### src/rtl/core/plc_pkg.sv
`default_nettype none

package plc_pkg;

  localparam int unsigned TIMER_WIDTH_DEF = 32;
  localparam int unsigned LIMIT_WIDTH     = 32;
  localparam int unsigned CFG_IDX_WIDTH   = 3;
  localparam int unsigned CFG_DATA_WIDTH  = 32;

  typedef enum logic [1:0] {
    MODE_PRESENT  = 2'd0,
    MODE_SCANNING = 2'd1,
    MODE_AWAY     = 2'd2
  } mode_e;

  typedef enum logic [CFG_IDX_WIDTH-1:0] {
    CFG_INACTIVE_LIMIT = 3'd0,
    CFG_SCAN_PERIOD    = 3'd1,
    CFG_FAIL_LIMIT     = 3'd2,
    CFG_IDLE_LIMIT     = 3'd3,
    CFG_SHUTTER_LIMIT  = 3'd4
  } cfg_idx_e;

  localparam logic [31:0] INACTIVE_LIMIT_RST = 32'd60000;
  localparam logic [15:0] SCAN_PERIOD_RST    = 16'd2000;
  localparam logic [7:0]  FAIL_LIMIT_RST     = 8'd3;
  localparam logic [31:0] IDLE_LIMIT_RST     = 32'd600000;
  localparam logic [31:0] SHUTTER_LIMIT_RST  = 32'd300000;

  typedef struct packed {
    logic [31:0] inactive_limit_ms;
    logic [15:0] scan_period_ms;
    logic [7:0]  fail_limit;
    logic [31:0] idle_limit_ms;
    logic [31:0] shutter_limit_ms;
  } cfg_t;

  typedef struct packed {
    logic [15:0] elapsed_ms;
    logic        activity_seen;
    logic        face_seen;
    logic        shutter_closed;
  } tick_t;

  typedef struct packed {
    mode_e       presence_mode;
    logic        user_present;
    logic        lock_request;
    logic        camera_release;
    logic [7:0]  failures_so_far;
  } result_t;

endpackage

`default_nettype wire

### src/rtl/core/plc_cfg.sv
`default_nettype none

module plc_cfg (
  input  wire logic                                 clk_i,
  input  wire logic                                 rst_ni,
  input  wire logic                                 cfg_valid_i,
  output logic                                      cfg_ready_o,
  input  wire logic [plc_pkg::CFG_IDX_WIDTH-1:0]    cfg_index_i,
  input  wire logic [plc_pkg::CFG_DATA_WIDTH-1:0]   cfg_data_i,
  output plc_pkg::cfg_t                             cfg_o
);
  import plc_pkg::*;

  cfg_t cfg_q;

  assign cfg_ready_o = 1'b1;
  assign cfg_o       = cfg_q;

  always_ff @(posedge clk_i or negedge rst_ni) begin
    if (!rst_ni) begin
      cfg_q.inactive_limit_ms <= INACTIVE_LIMIT_RST;
      cfg_q.scan_period_ms    <= SCAN_PERIOD_RST;
      cfg_q.fail_limit        <= FAIL_LIMIT_RST;
      cfg_q.idle_limit_ms     <= IDLE_LIMIT_RST;
      cfg_q.shutter_limit_ms  <= SHUTTER_LIMIT_RST;
    end else if (cfg_valid_i) begin
      // unknown indexes are dropped
      case (cfg_index_i)
        CFG_INACTIVE_LIMIT: cfg_q.inactive_limit_ms <= cfg_data_i[31:0];
        CFG_SCAN_PERIOD:    cfg_q.scan_period_ms    <= cfg_data_i[15:0];
        CFG_FAIL_LIMIT:     cfg_q.fail_limit        <= cfg_data_i[7:0];
        CFG_IDLE_LIMIT:     cfg_q.idle_limit_ms     <= cfg_data_i[31:0];
        CFG_SHUTTER_LIMIT:  cfg_q.shutter_limit_ms  <= cfg_data_i[31:0];
        default: begin
        end
      endcase
    end
  end

endmodule

`default_nettype wire

### src/rtl/core/plc_step.sv
`default_nettype none

module plc_step #(
  parameter int unsigned TimerWidth = plc_pkg::TIMER_WIDTH_DEF
) (
  input  wire plc_pkg::cfg_t       cfg_i,
  input  wire plc_pkg::tick_t      tick_i,
  input  wire plc_pkg::mode_e      mode_i,
  input  wire logic [TimerWidth-1:0] timer_i,
  input  wire logic [7:0]          fail_i,
  input  wire logic [15:0]         closed_i,
  output plc_pkg::mode_e           mode_o,
  output logic [TimerWidth-1:0]    timer_o,
  output logic [7:0]               fail_o,
  output logic [15:0]              closed_o,
  output plc_pkg::result_t         result_o
);
  import plc_pkg::*;

  localparam int unsigned SumW = TimerWidth + 1;
  localparam int unsigned CmpW = (TimerWidth > LIMIT_WIDTH) ? TimerWidth : LIMIT_WIDTH;

  logic [SumW-1:0]       sum;
  logic [TimerWidth-1:0] idle_now;
  logic [CmpW-1:0]       idle_cmp;
  logic                  over_inactive;
  logic                  over_idle;
  logic [15:0]           closed_inc;
  logic [7:0]            fail_inc;
  logic [31:0]           closed_ms;
  logic                  shutter_hit;
  logic                  fail_hit;
  logic                  lock;

  // saturating idle timer
  assign sum      = SumW'(timer_i) + SumW'(tick_i.elapsed_ms);
  assign idle_now = sum[SumW-1] ? {TimerWidth{1'b1}} : sum[TimerWidth-1:0];
  assign idle_cmp = CmpW'(idle_now);

  assign over_inactive = idle_cmp > CmpW'(cfg_i.inactive_limit_ms);
  assign over_idle     = idle_cmp > CmpW'(cfg_i.idle_limit_ms);

  assign closed_inc  = (closed_i == 16'hFFFF) ? closed_i : closed_i + 16'd1;
  assign fail_inc    = (fail_i == 8'hFF) ? fail_i : fail_i + 8'd1;
  assign closed_ms   = 32'(closed_inc) * 32'(cfg_i.scan_period_ms);
  assign shutter_hit = closed_ms > cfg_i.shutter_limit_ms;
  assign fail_hit    = fail_inc >= cfg_i.fail_limit;

  always_comb begin
    mode_o   = mode_i;
    timer_o  = idle_now;
    fail_o   = fail_i;
    closed_o = closed_i;
    lock     = 1'b0;
    case (mode_i)
      MODE_PRESENT: begin
        if (tick_i.activity_seen) begin
          timer_o = '0;
        end else if (over_inactive) begin
          mode_o = MODE_SCANNING;
          fail_o = '0;
        end
      end
      MODE_SCANNING: begin
        if (tick_i.activity_seen) begin
          mode_o   = MODE_PRESENT;
          timer_o  = '0;
          fail_o   = '0;
          closed_o = '0;
        end else if (!tick_i.face_seen && tick_i.shutter_closed) begin
          // closed shutter: skip failure and idle checks
          closed_o = closed_inc;
          if (shutter_hit) begin
            mode_o = MODE_AWAY;
            lock   = 1'b1;
          end
        end else begin
          closed_o = '0;
          if (tick_i.face_seen) begin
            mode_o  = MODE_PRESENT;
            timer_o = '0;
            fail_o  = '0;
          end else begin
            fail_o = fail_inc;
            if (fail_hit) begin
              mode_o = MODE_AWAY;
              lock   = 1'b1;
            end
          end
          // idle overrun wins even after a face
          if (over_idle) begin
            mode_o = MODE_AWAY;
            lock   = 1'b1;
          end
        end
      end
      default: begin
        if (tick_i.activity_seen) begin
          mode_o  = MODE_PRESENT;
          timer_o = '0;
        end
      end
    endcase
  end

  always_comb begin
    result_o.presence_mode   = mode_o;
    result_o.user_present    = (mode_o == MODE_PRESENT);
    result_o.lock_request    = lock;
    result_o.camera_release  = (mode_i == MODE_SCANNING) && (mode_o != MODE_SCANNING);
    result_o.failures_so_far = fail_o;
  end

endmodule

`default_nettype wire

### src/rtl/core/presence_lock_controller.sv
`default_nettype none

// Channel  | Handshake                     | Payload
// ---------+-------------------------------+------------------------------------------
// tick in  | in_valid_i / in_stall_o       | elapsed_ms_i, activity_seen_i, face_seen_i,
//          |                               | shutter_closed_i
// result   | out_valid_o / out_stall_i     | presence_mode_o, user_present_o,
//          |                               | lock_request_o, camera_release_o,
//          |                               | failures_so_far_o
// config   | cfg_valid_i / cfg_ready_o     | cfg_index_i, cfg_data_i
//
// One item per cycle sustained while the result is not stalled.
// The item sits in an input register, one pass of compare and counter logic
// (a 16x16 multiply for the shutter duration) updates the state and fills the
// result register. Reset returns mode, timer and counters to zero and the
// limits to their defaults. A stalled result holds the input register, which
// then stalls the input.
module presence_lock_controller #(
  parameter int unsigned TimerWidth = plc_pkg::TIMER_WIDTH_DEF
) (
  input  wire logic                                clk_i,
  input  wire logic                                rst_ni,
  input  wire logic                                in_valid_i,
  output logic                                     in_stall_o,
  input  wire logic [15:0]                         elapsed_ms_i,
  input  wire logic                                activity_seen_i,
  input  wire logic                                face_seen_i,
  input  wire logic                                shutter_closed_i,
  output logic                                     out_valid_o,
  input  wire logic                                out_stall_i,
  output logic [1:0]                               presence_mode_o,
  output logic                                     user_present_o,
  output logic                                     lock_request_o,
  output logic                                     camera_release_o,
  output logic [7:0]                               failures_so_far_o,
  input  wire logic                                cfg_valid_i,
  output logic                                     cfg_ready_o,
  input  wire logic [plc_pkg::CFG_IDX_WIDTH-1:0]   cfg_index_i,
  input  wire logic [plc_pkg::CFG_DATA_WIDTH-1:0]  cfg_data_i
);
  import plc_pkg::*;

  cfg_t    cfg;
  tick_t   tick_q;
  logic    tick_valid_q;
  result_t res_q, res_d;
  logic    res_valid_q;
  logic    res_free;
  logic    advance;

  mode_e                 mode_q, mode_d;
  logic [TimerWidth-1:0] timer_q, timer_d;
  logic [7:0]            fail_q, fail_d;
  logic [15:0]           closed_q, closed_d;

  plc_cfg u_cfg (
    .clk_i       (clk_i),
    .rst_ni      (rst_ni),
    .cfg_valid_i (cfg_valid_i),
    .cfg_ready_o (cfg_ready_o),
    .cfg_index_i (cfg_index_i),
    .cfg_data_i  (cfg_data_i),
    .cfg_o       (cfg)
  );

  plc_step #(
    .TimerWidth (TimerWidth)
  ) u_step (
    .cfg_i    (cfg),
    .tick_i   (tick_q),
    .mode_i   (mode_q),
    .timer_i  (timer_q),
    .fail_i   (fail_q),
    .closed_i (closed_q),
    .mode_o   (mode_d),
    .timer_o  (timer_d),
    .fail_o   (fail_d),
    .closed_o (closed_d),
    .result_o (res_d)
  );

  assign res_free   = !res_valid_q || !out_stall_i;
  assign advance    = tick_valid_q && res_free;
  assign in_stall_o = tick_valid_q && !res_free;

  // input register
  always_ff @(posedge clk_i or negedge rst_ni) begin
    if (!rst_ni) begin
      tick_valid_q <= 1'b0;
    end else if (!in_stall_o) begin
      tick_valid_q <= in_valid_i;
    end
  end

  always_ff @(posedge clk_i) begin
    if (!in_stall_o && in_valid_i) begin
      tick_q.elapsed_ms     <= elapsed_ms_i;
      tick_q.activity_seen  <= activity_seen_i;
      tick_q.face_seen      <= face_seen_i;
      tick_q.shutter_closed <= shutter_closed_i;
    end
  end

  // state advances only when the item moves into the result register
  always_ff @(posedge clk_i or negedge rst_ni) begin
    if (!rst_ni) begin
      mode_q   <= MODE_PRESENT;
      timer_q  <= '0;
      fail_q   <= '0;
      closed_q <= '0;
    end else if (advance) begin
      mode_q   <= mode_d;
      timer_q  <= timer_d;
      fail_q   <= fail_d;
      closed_q <= closed_d;
    end
  end

  // result register
  always_ff @(posedge clk_i or negedge rst_ni) begin
    if (!rst_ni) begin
      res_valid_q <= 1'b0;
    end else if (res_free) begin
      res_valid_q <= tick_valid_q;
    end
  end

  always_ff @(posedge clk_i) begin
    if (advance) begin
      res_q <= res_d;
    end
  end

  assign out_valid_o       = res_valid_q;
  assign presence_mode_o   = res_q.presence_mode;
  assign user_present_o    = res_q.user_present;
  assign lock_request_o    = res_q.lock_request;
  assign camera_release_o  = res_q.camera_release;
  assign failures_so_far_o = res_q.failures_so_far;

endmodule

`default_nettype wire

### config.mk
export PLATFORM = sky130hd
export DESIGN_NAME = presence_lock_controller
export DESIGN_NICKNAME = d
export VERILOG_FILES = /design/src/rtl/core/plc_pkg.sv /design/src/rtl/core/plc_cfg.sv /design/src/rtl/core/plc_step.sv /design/src/rtl/core/presence_lock_controller.sv
export SDC_FILE = /design/constraint.sdc
export NUM_CORES = 1
export LEC_CHECK = 0
export BUFFER_PORTS_ARGS = -buffer_cell sky130_fd_sc_hd__buf_2
export CAP_MARGIN = 20
export CORE_MARGIN = 3
export CORE_UTILIZATION = 55
export CTS_CLUSTER_SIZE = 16
export DETAILED_ROUTE_END_ITERATION = 16
export PLACE_DENSITY = 0.72
export SLEW_MARGIN = 20
export SYNTH_ARGS = -nofsm -noshare
export SYNTH_HDL_FRONTEND = slang
export SYNTH_HIERARCHICAL = 1
export SYNTH_SLANG_ARGS = --single-unit
### constraint.sdc
create_clock -name clk_i -period 19.8 [get_ports clk_i]
set_clock_uncertainty 0.1 [all_clocks]
set_input_delay 3.96 -clock clk_i [delete_from_list [all_inputs] [get_ports clk_i]]
set_output_delay 3.96 -clock clk_i [all_outputs]
set_load 0.03 [all_outputs]
==> impl_metrics.csv, run 1 <==
group,metric,value,unit
outcome,status,"complete, no violations",
timing,finalCriticalPeriod,10440,ps
logic_synthesis,ys_warn_count,6,
drt,wl,52000,µm
power,p_seq_frac,0.333,
critical_path,slowest_stage,"a21oi_2",
floorplan,dieArea,0.0412,mm²
power,swShare,0.378,
power,internal_power,1.15,mW
logic_synthesis,yosys.area.top_type,"fa_1",
layout,final_nets,2685,
floorplan,chipWidth,203,µm
grt,grt_overflow,0,
logic_synthesis,synth_top_area_frac,0.183,
grt,first_global_vias,16800,
timing,setup_viol,0,
cts,hold_buffers,0,
critical_path,critPathLaunch,"closed_q[3]$_DFFE_PN0P_",
timing,rsz0062_at_grt,"false",
logic_synthesis,syn_inst,2167,
cts,cts-root-buf,"clkbuf_16",
power,p_leak,11.5,nW
critical_path,r2r_start,"closed_q[3]$_DFFE_PN0P_",
place,port_buffers,73,
place,hpwl,39400,µm
critical_path,worst-path-buf-inv,2,
layout,area_growth,7.61,%
timing,tns,0,ps
place,placed_area,0.0221,mm²
drt,vias_per_cell,5.76,
floorplan,io-pin-count,75,
drt,vias,15700,
floorplan,rows,71,
critical_path,cp.required,20090,ps
critical_path,startpoint_type,"flop",
layout,final_common_cell,"inv_1",
worst_hold_path,min_from,"u_cfg/cfg_o[115]$_DFFE_PN0P_",
floorplan,die_y,203,µm
cts,cts_tree,"built",
grt,grt_pass1_wl,86700,µm
drt,drt_iter0_drc,1033,
worst_hold_path,hold_class,"reg -> reg",
grt,grt_antenna_before_repair,0,
logic_synthesis,async_flop_share,0.849,
drt,ant_nets,0,
critical_path,worstSetupPathType,"reg -> reg",
timing,worstMarginPinSlew,1110,ps
drt,wl_per_cell,19.0,µm
critical_path,critPathMostFrequentCell,"fa_1",
floorplan,initial_utilization,0.562,
power,power_frac_comb,0.408,
timing,slew_headroom,0.253,
logic_synthesis,synth_area_leaders,"fa_1 18%, dfrtp_1 17%, ha_1 13%",
cts,htreeDepth,1,
critical_path,cp_slowest_stage_delay,640,ps
critical_path,rrSetupSlack,9360,ps
critical_path,cp_max_fo,17,
cts,post-cts-setup-buffers,0,
logic_synthesis,seq_area_frac_synth,0.258,
cts,clk_pin_slew,60,ps
logic_synthesis,synth_edf_count,32,
layout,antennaDiodeCount,0,
power,power_switching,697,µW
timing,finalHoldViolCount,0,
logic_synthesis,syn_area,0.0213,mm²
critical_path,worstSetupEndpointType,"flop",
flow_run,maxCapViolCount,0,
logic_synthesis,synth_seq_cells,212,
grt,grt_usage,0.259,
timing,period_share,0.527,
logic_synthesis,ys.flop_type,"dfrtp_1",
layout,fin_area,0.0230,mm²
power,clkPwrFrac,0.258,
cts,cts.sink_count,212,
cts,cts_max_path_buffers,3,
timing,slew_violations,0,
power,ir_drop,0.103,mV
timing,max_freq,95.8,MHz
grt,grt_start_max_net_pins,118,
logic_synthesis,synth_area_per_cell,9.84,µm²
power,p_per_area,80.3,mW/mm²
layout,drive_above_1_share,0.162,
critical_path,crit_arrival,10730,ps
layout,layout_common_cells,"349 x inv_1, 236 x nand2_1, 226 x ha_1, 195 x fa_1, 165 x mux2_2",
cts,post_cts_resized,0,
logic_synthesis,yosysUniqueCellTypes,79,
place,place.gp.congestion,0.956,
logic_synthesis,synth_nets,2647,
cts,cts_made_buffers,24,
floorplan,fp.coreArea,0.0379,mm²
critical_path,crit_family,"adder cells",
drt,drtPass1Iterations,5,
drt,drc,0,
cts,clk_latency,520,ps
## metal layers
metal | track usage | vias to the layer above | routed length (µm)
li1 | - | 7255 | -
met1 | 0.338 | 7828 | 21700
met2 | 0.447 | 526 | 25400
met3 | 0.0308 | 139 | 2780
met4 | 0.0940 | 0 | 2150
met5 | 0 | - | 0
## metrics by stage
step | cells | util | hold slack (ps) | worst slack (ps) | total power [mW]
final | 2733 | 0.605 | 390 | 9360 | 1.84
after global routing | 2733 | 0.605 | 414 | 8960 | 1.98
after CTS | 2733 | 0.605 | 393 | 9490 | 1.84
after detailed placement | 2690 | 0.583 | 380 | 9630 | 1.35
after global placement | 2690 | 0.582 | 370 | 10060 | 1.32
after floorplan | 2167 | - | 351 | 10870 | 1.13
## cell usage after synthesis, drive strengths merged, types with 4 or more instances
library cell / number
xnor2: 39
edfxtp: 32
o21a: 9
dfstp: 31
inv: 349
o21bai: 8
dfrtp: 149
a211oi: 13
a22o: 13
o31ai: 7
a21o: 18
nor2b: 6
nor3: 14
o211ai: 7
nor2: 66
nand4: 37
nand3: 28
or2: 4
a21oi: 103
ha: 226
nand2b: 18
xor2: 24
clkbuf: 40
nor4: 9
mux2: 182
a211o: 4
fa: 195
nand2: 236
and2: 124
o21ai: 50
and4: 4
a31oi: 17
and3: 13
buf: 42
## power groups by stage
stage | clock network (mW) | logic (mW) | registers [mW]
floorplan | 0 | 0.555 | 0.576
global placement | 0 | 0.703 | 0.617
detailed placement | 0 | 0.733 | 0.622
CTS | 0.486 | 0.745 | 0.615
global route | 0.505 | 0.845 | 0.627
finish | 0.476 | 0.753 | 0.615
## sequential cells by signal, indices dropped and copies added, names as in the netlist
register	cells
out_valid_o	1
mode_q	2
u_cfg/cfg_o	120
user_present_o	1
camera_release_o	1
closed_q	16
tick_valid_q	1
tick_q	19
presence_mode_o	2
lock_request_o	1
fail_q	8
timer_q	32
failures_so_far_o	8
## layout make-up
type	count	area (µm²)
fill	3206	15000
clock inverter	10	156
tap	511	639
clock buffer	33	696
multi-input combinational	1524	14100
sequential	212	5500
timing repair buffer	94	532
inverter	349	1310
## kinds of logic after synthesis
kind of cell	share of synthesized area
AO/OA/AOI/OAI	0.0857
XOR/XNOR	0.0259
adder cells (fa/ha/maj)	0.316
buffers and inverters	0.0831
flip-flops	0.258
multiplexers	0.0981
other	0.000176
AND/OR/NAND/NOR	0.133
## final timing paths
path                                                     end  cells past startpoint
worst min register to register  u_cfg/cfg_o[115]$_DFFE_PN0P_                      1
worst max register to register         mode_q[1]$_DFFE_PN0P_                     34
min in group asynchronous            timer_q[25]$_DFFE_PN0P_                      1
worst min-delay path            u_cfg/cfg_o[115]$_DFFE_PN0P_                      1
worst max-delay path                   mode_q[1]$_DFFE_PN0P_                     34
max in group asynchronous        u_cfg/cfg_o[89]$_DFFE_PN0P_                      2
No activity file was read; power rests on OpenSTA's default activity.
==> run 2: changes to the inputs <==
--- a/config.mk
+++ b/config.mk
@@ -11,7 +11,7 @@
 export CORE_UTILIZATION = 55
 export CTS_CLUSTER_SIZE = 16
 export DETAILED_ROUTE_END_ITERATION = 16
-export PLACE_DENSITY = 0.72
+export PLACE_DENSITY = 0.75
 export SLEW_MARGIN = 20
 export SYNTH_ARGS = -nofsm -noshare
 export SYNTH_HDL_FRONTEND = slang
==> constraint.sdc (replaced) <==
create_clock -name clk_i -period 9.3 [get_ports clk_i]
set_clock_uncertainty 0.1 [all_clocks]
set_input_delay 1.86 -clock clk_i [delete_from_list [all_inputs] [get_ports clk_i]]
set_output_delay 1.86 -clock clk_i [all_outputs]
set_load 0.03 [all_outputs]
==> run 2 against run 1 <==
Total power rose by 110%; final cell count rose by 2.1%; die area did not move; largest cell class unchanged; first-iteration DRC count fell by 0.58%.
==> impl_metrics.csv, run 2 (same netlist as run 1, synthesis figures left out) <==
group,metric,value,unit
critical_path,worstReg2RegEnd,"mode_q[0]$_DFFE_PN0P_",
critical_path,cp_num_cells,38,
cts,clk_latency,520,ps
timing,worstMarginPinSlew,1040,ps
timing,slew_violations,0,
floorplan,io-pin-count,75,
drt,drt_iter0_drc,1027,
timing,max_freq,110,MHz
place,pre_cts_ws,-92.7,ps
floorplan,chipWidth,203,µm
layout,instances_no_fill,2791,
critical_path,r2r_cells,38,
critical_path,critPathMostFrequentCell,"fa_1",
timing,tns,0,ps
critical_path,crit_end,"mode_q[0]$_DFFE_PN0P_",
critical_path,rrSetupSlack,220,ps
drt,vias,15900,
timing,setup_viol,0,
power,ir_drop,0.179,mV
timing,slew_headroom,0.304,
grt,grt_start_max_net_pins,78,
cts,htreeDepth,1,
drt,ant_nets,0,
critical_path,cp.required,9650,ps
floorplan,rows,71,
critical_path,slowest_stage,"fa_1",
grt,grt_overflow,0,
floorplan,initial_utilization,0.562,
drt,vias_per_cell,5.71,
cts,cts_made_buffers,24,
critical_path,r2r_start,"closed_q[9]$_DFFE_PN0P_",
place,dp.cells,2730,
layout,layout_common_cells,"348 x inv_1, 234 x nand2_1, 226 x ha_1, 193 x fa_1, 165 x mux2_2",
drt,wl,52900,µm
critical_path,crit_family,"adder cells",
critical_path,crit_arrival,9430,ps
power,p_per_area,167,mW/mm²
layout,final_common_cell,"inv_1",
cts,hold_buffers,0,
floorplan,fp.coreArea,0.0379,mm²
drt,drtPass1Iterations,5,
critical_path,cp_slowest_stage_delay,560,ps
power,total_power,3.92,mW
place,port_buffers,73,
floorplan,die_y,203,µm
grt,grt_antenna_before_repair,1,
layout,drive_above_1_share,0.194,
critical_path,worst-path-buf-inv,9,
drt,drc,0,
critical_path,startpoint_type,"flop",
cts,cts-root-buf,"clkbuf_16",
place,place.gp.congestion,0.895,
cts,clk_pin_slew,60,ps
grt,grt_pass1_wl,85600,µm
layout,largest_reg_flops,120,
worst_hold_path,hold_class,"reg -> reg",
critical_path,worstSetupEndpointType,"flop",
cts,cts_max_path_buffers,3,
timing,worst_slack,216,ps
critical_path,critPathLaunch,"closed_q[9]$_DFFE_PN0P_",
layout,area_growth,10.4,%
outcome,status,"complete, no violations",
grt,first_global_vias,16600,
cts,cts_tree,"built",
flow_run,maxCapViolCount,0,
timing,finalHoldViolCount,0,
timing,period_share,0.977,
floorplan,dieArea,0.0412,mm²
place,hpwl,40900,µm
critical_path,worstSetupPathType,"reg -> reg",
power,p_leak,11.8,nW
timing,finalCriticalPeriod,9080,ps
grt,grt_usage,0.256,
layout,final_nets,2741,
layout,n_fill_cell,3117,
critical_path,cp_max_fo,16,
drt,wl_per_cell,18.9,µm
cts,cts.sink_count,212,
==> run 2: cell types whose count changed in the layout (fill, tap and decap cells not counted), moves of 4 or more <==
| cell | previous run | this run |
|---|---|---|
| clkbuf_1 | 4 | 8 |
| buf_6 | 0 | 4 |
| o21ai_0 | 49 | 44 |
| buf_4 | 21 | 70 |
==> run 2: what timing repair did <==
action,in CTS,in global routing
cloned,1,1
buffers inserted,3,10
pin swaps,2,19
hold endpoints to repair,0,0
gates resized for setup,6,44
setup endpoints to repair,5,7
==> run 2: worst min-delay path by stage <==
| stage | startpoint | endpoint | depth (start not counted) |
|---|---|---|---|
| global placement | tick_valid_q$_DFFE_PN0N_ | out_valid_o$_DFFE_PN0P_ | 1 |
| global route | tick_valid_q$_DFFE_PN0N_ | out_valid_o$_DFFE_PN0P_ | 1 |
| finish | u_cfg/cfg_o[22]$_DFFE_PN0P_ | u_cfg/cfg_o[22]$_DFFE_PN0P_ | 1 |
| CTS | u_cfg/cfg_o[22]$_DFFE_PN0P_ | u_cfg/cfg_o[22]$_DFFE_PN0P_ | 1 |
| detailed placement | u_cfg/cfg_o[22]$_DFFE_PN0P_ | u_cfg/cfg_o[22]$_DFFE_PN0P_ | 1 |
| floorplan | tick_valid_q$_DFFE_PN0N_ | out_valid_o$_DFFE_PN0P_ | 1 |
==> run 2: through the flow <==
step                 util  area (µm²)  hold slack (ps)
finish              0.621       23500              383
global route        0.621       23500              412
CTS                 0.614       23300              389
detailed placement  0.591       22400              380
global placement    0.591       22400              365
floorplan               -       21300              351
==> run 2: final cells by class <==
cell class | count | area, µm² | area share
Inverter | 349 | 1310 | 0.0556
Multi-Input combinational cell | 1524 | 14300 | 0.608
Clock inverter | 8 | 91.3 | 0.00388
Sequential cell | 212 | 5510 | 0.234
Antenna cell | 1 | 2.50 | 0.000106
Clock buffer | 36 | 708 | 0.0301
Tap cell | 511 | 639 | 0.0272
Timing Repair Buffer | 150 | 981 | 0.0417
==> run 2: worst register-to-register path, delay by kind of cell (launching register included) <==
| family | cells | cell delay, ps |
|---|---|---|
| AO/OA/AOI/OAI | 7 | 1420 |
| XOR/XNOR | 2 | 380 |
| adder cells (fa/ha/maj) | 8 | 3810 |
| buffers and inverters | 9 | 1010 |
| flip-flops | 1 | 400 |
| multiplexers | 1 | 180 |
| AND/OR/NAND/NOR | 11 | 1700 |
==> run 2: layer usage <==
layer  track usage  vias up  routed length (µm)
met5             0        -                   0
met4        0.0802        0                1700
met3        0.0297      120                2790
met2         0.449      502               26300
met1         0.335     7950               22100
li1              -     7358                   -
==> run 2: where the power goes <==
group | internal, mW | total (mW) | leakage [nW] | switching (mW)
Combinational | 0.700 | 1.66 | 8.88 | 0.963
Clock | 0.581 | 0.961 | 0.391 | 0.380
Sequential | 1.13 | 1.30 | 2.52 | 0.168
Total | 2.41 | 3.92 | 11.8 | 1.51
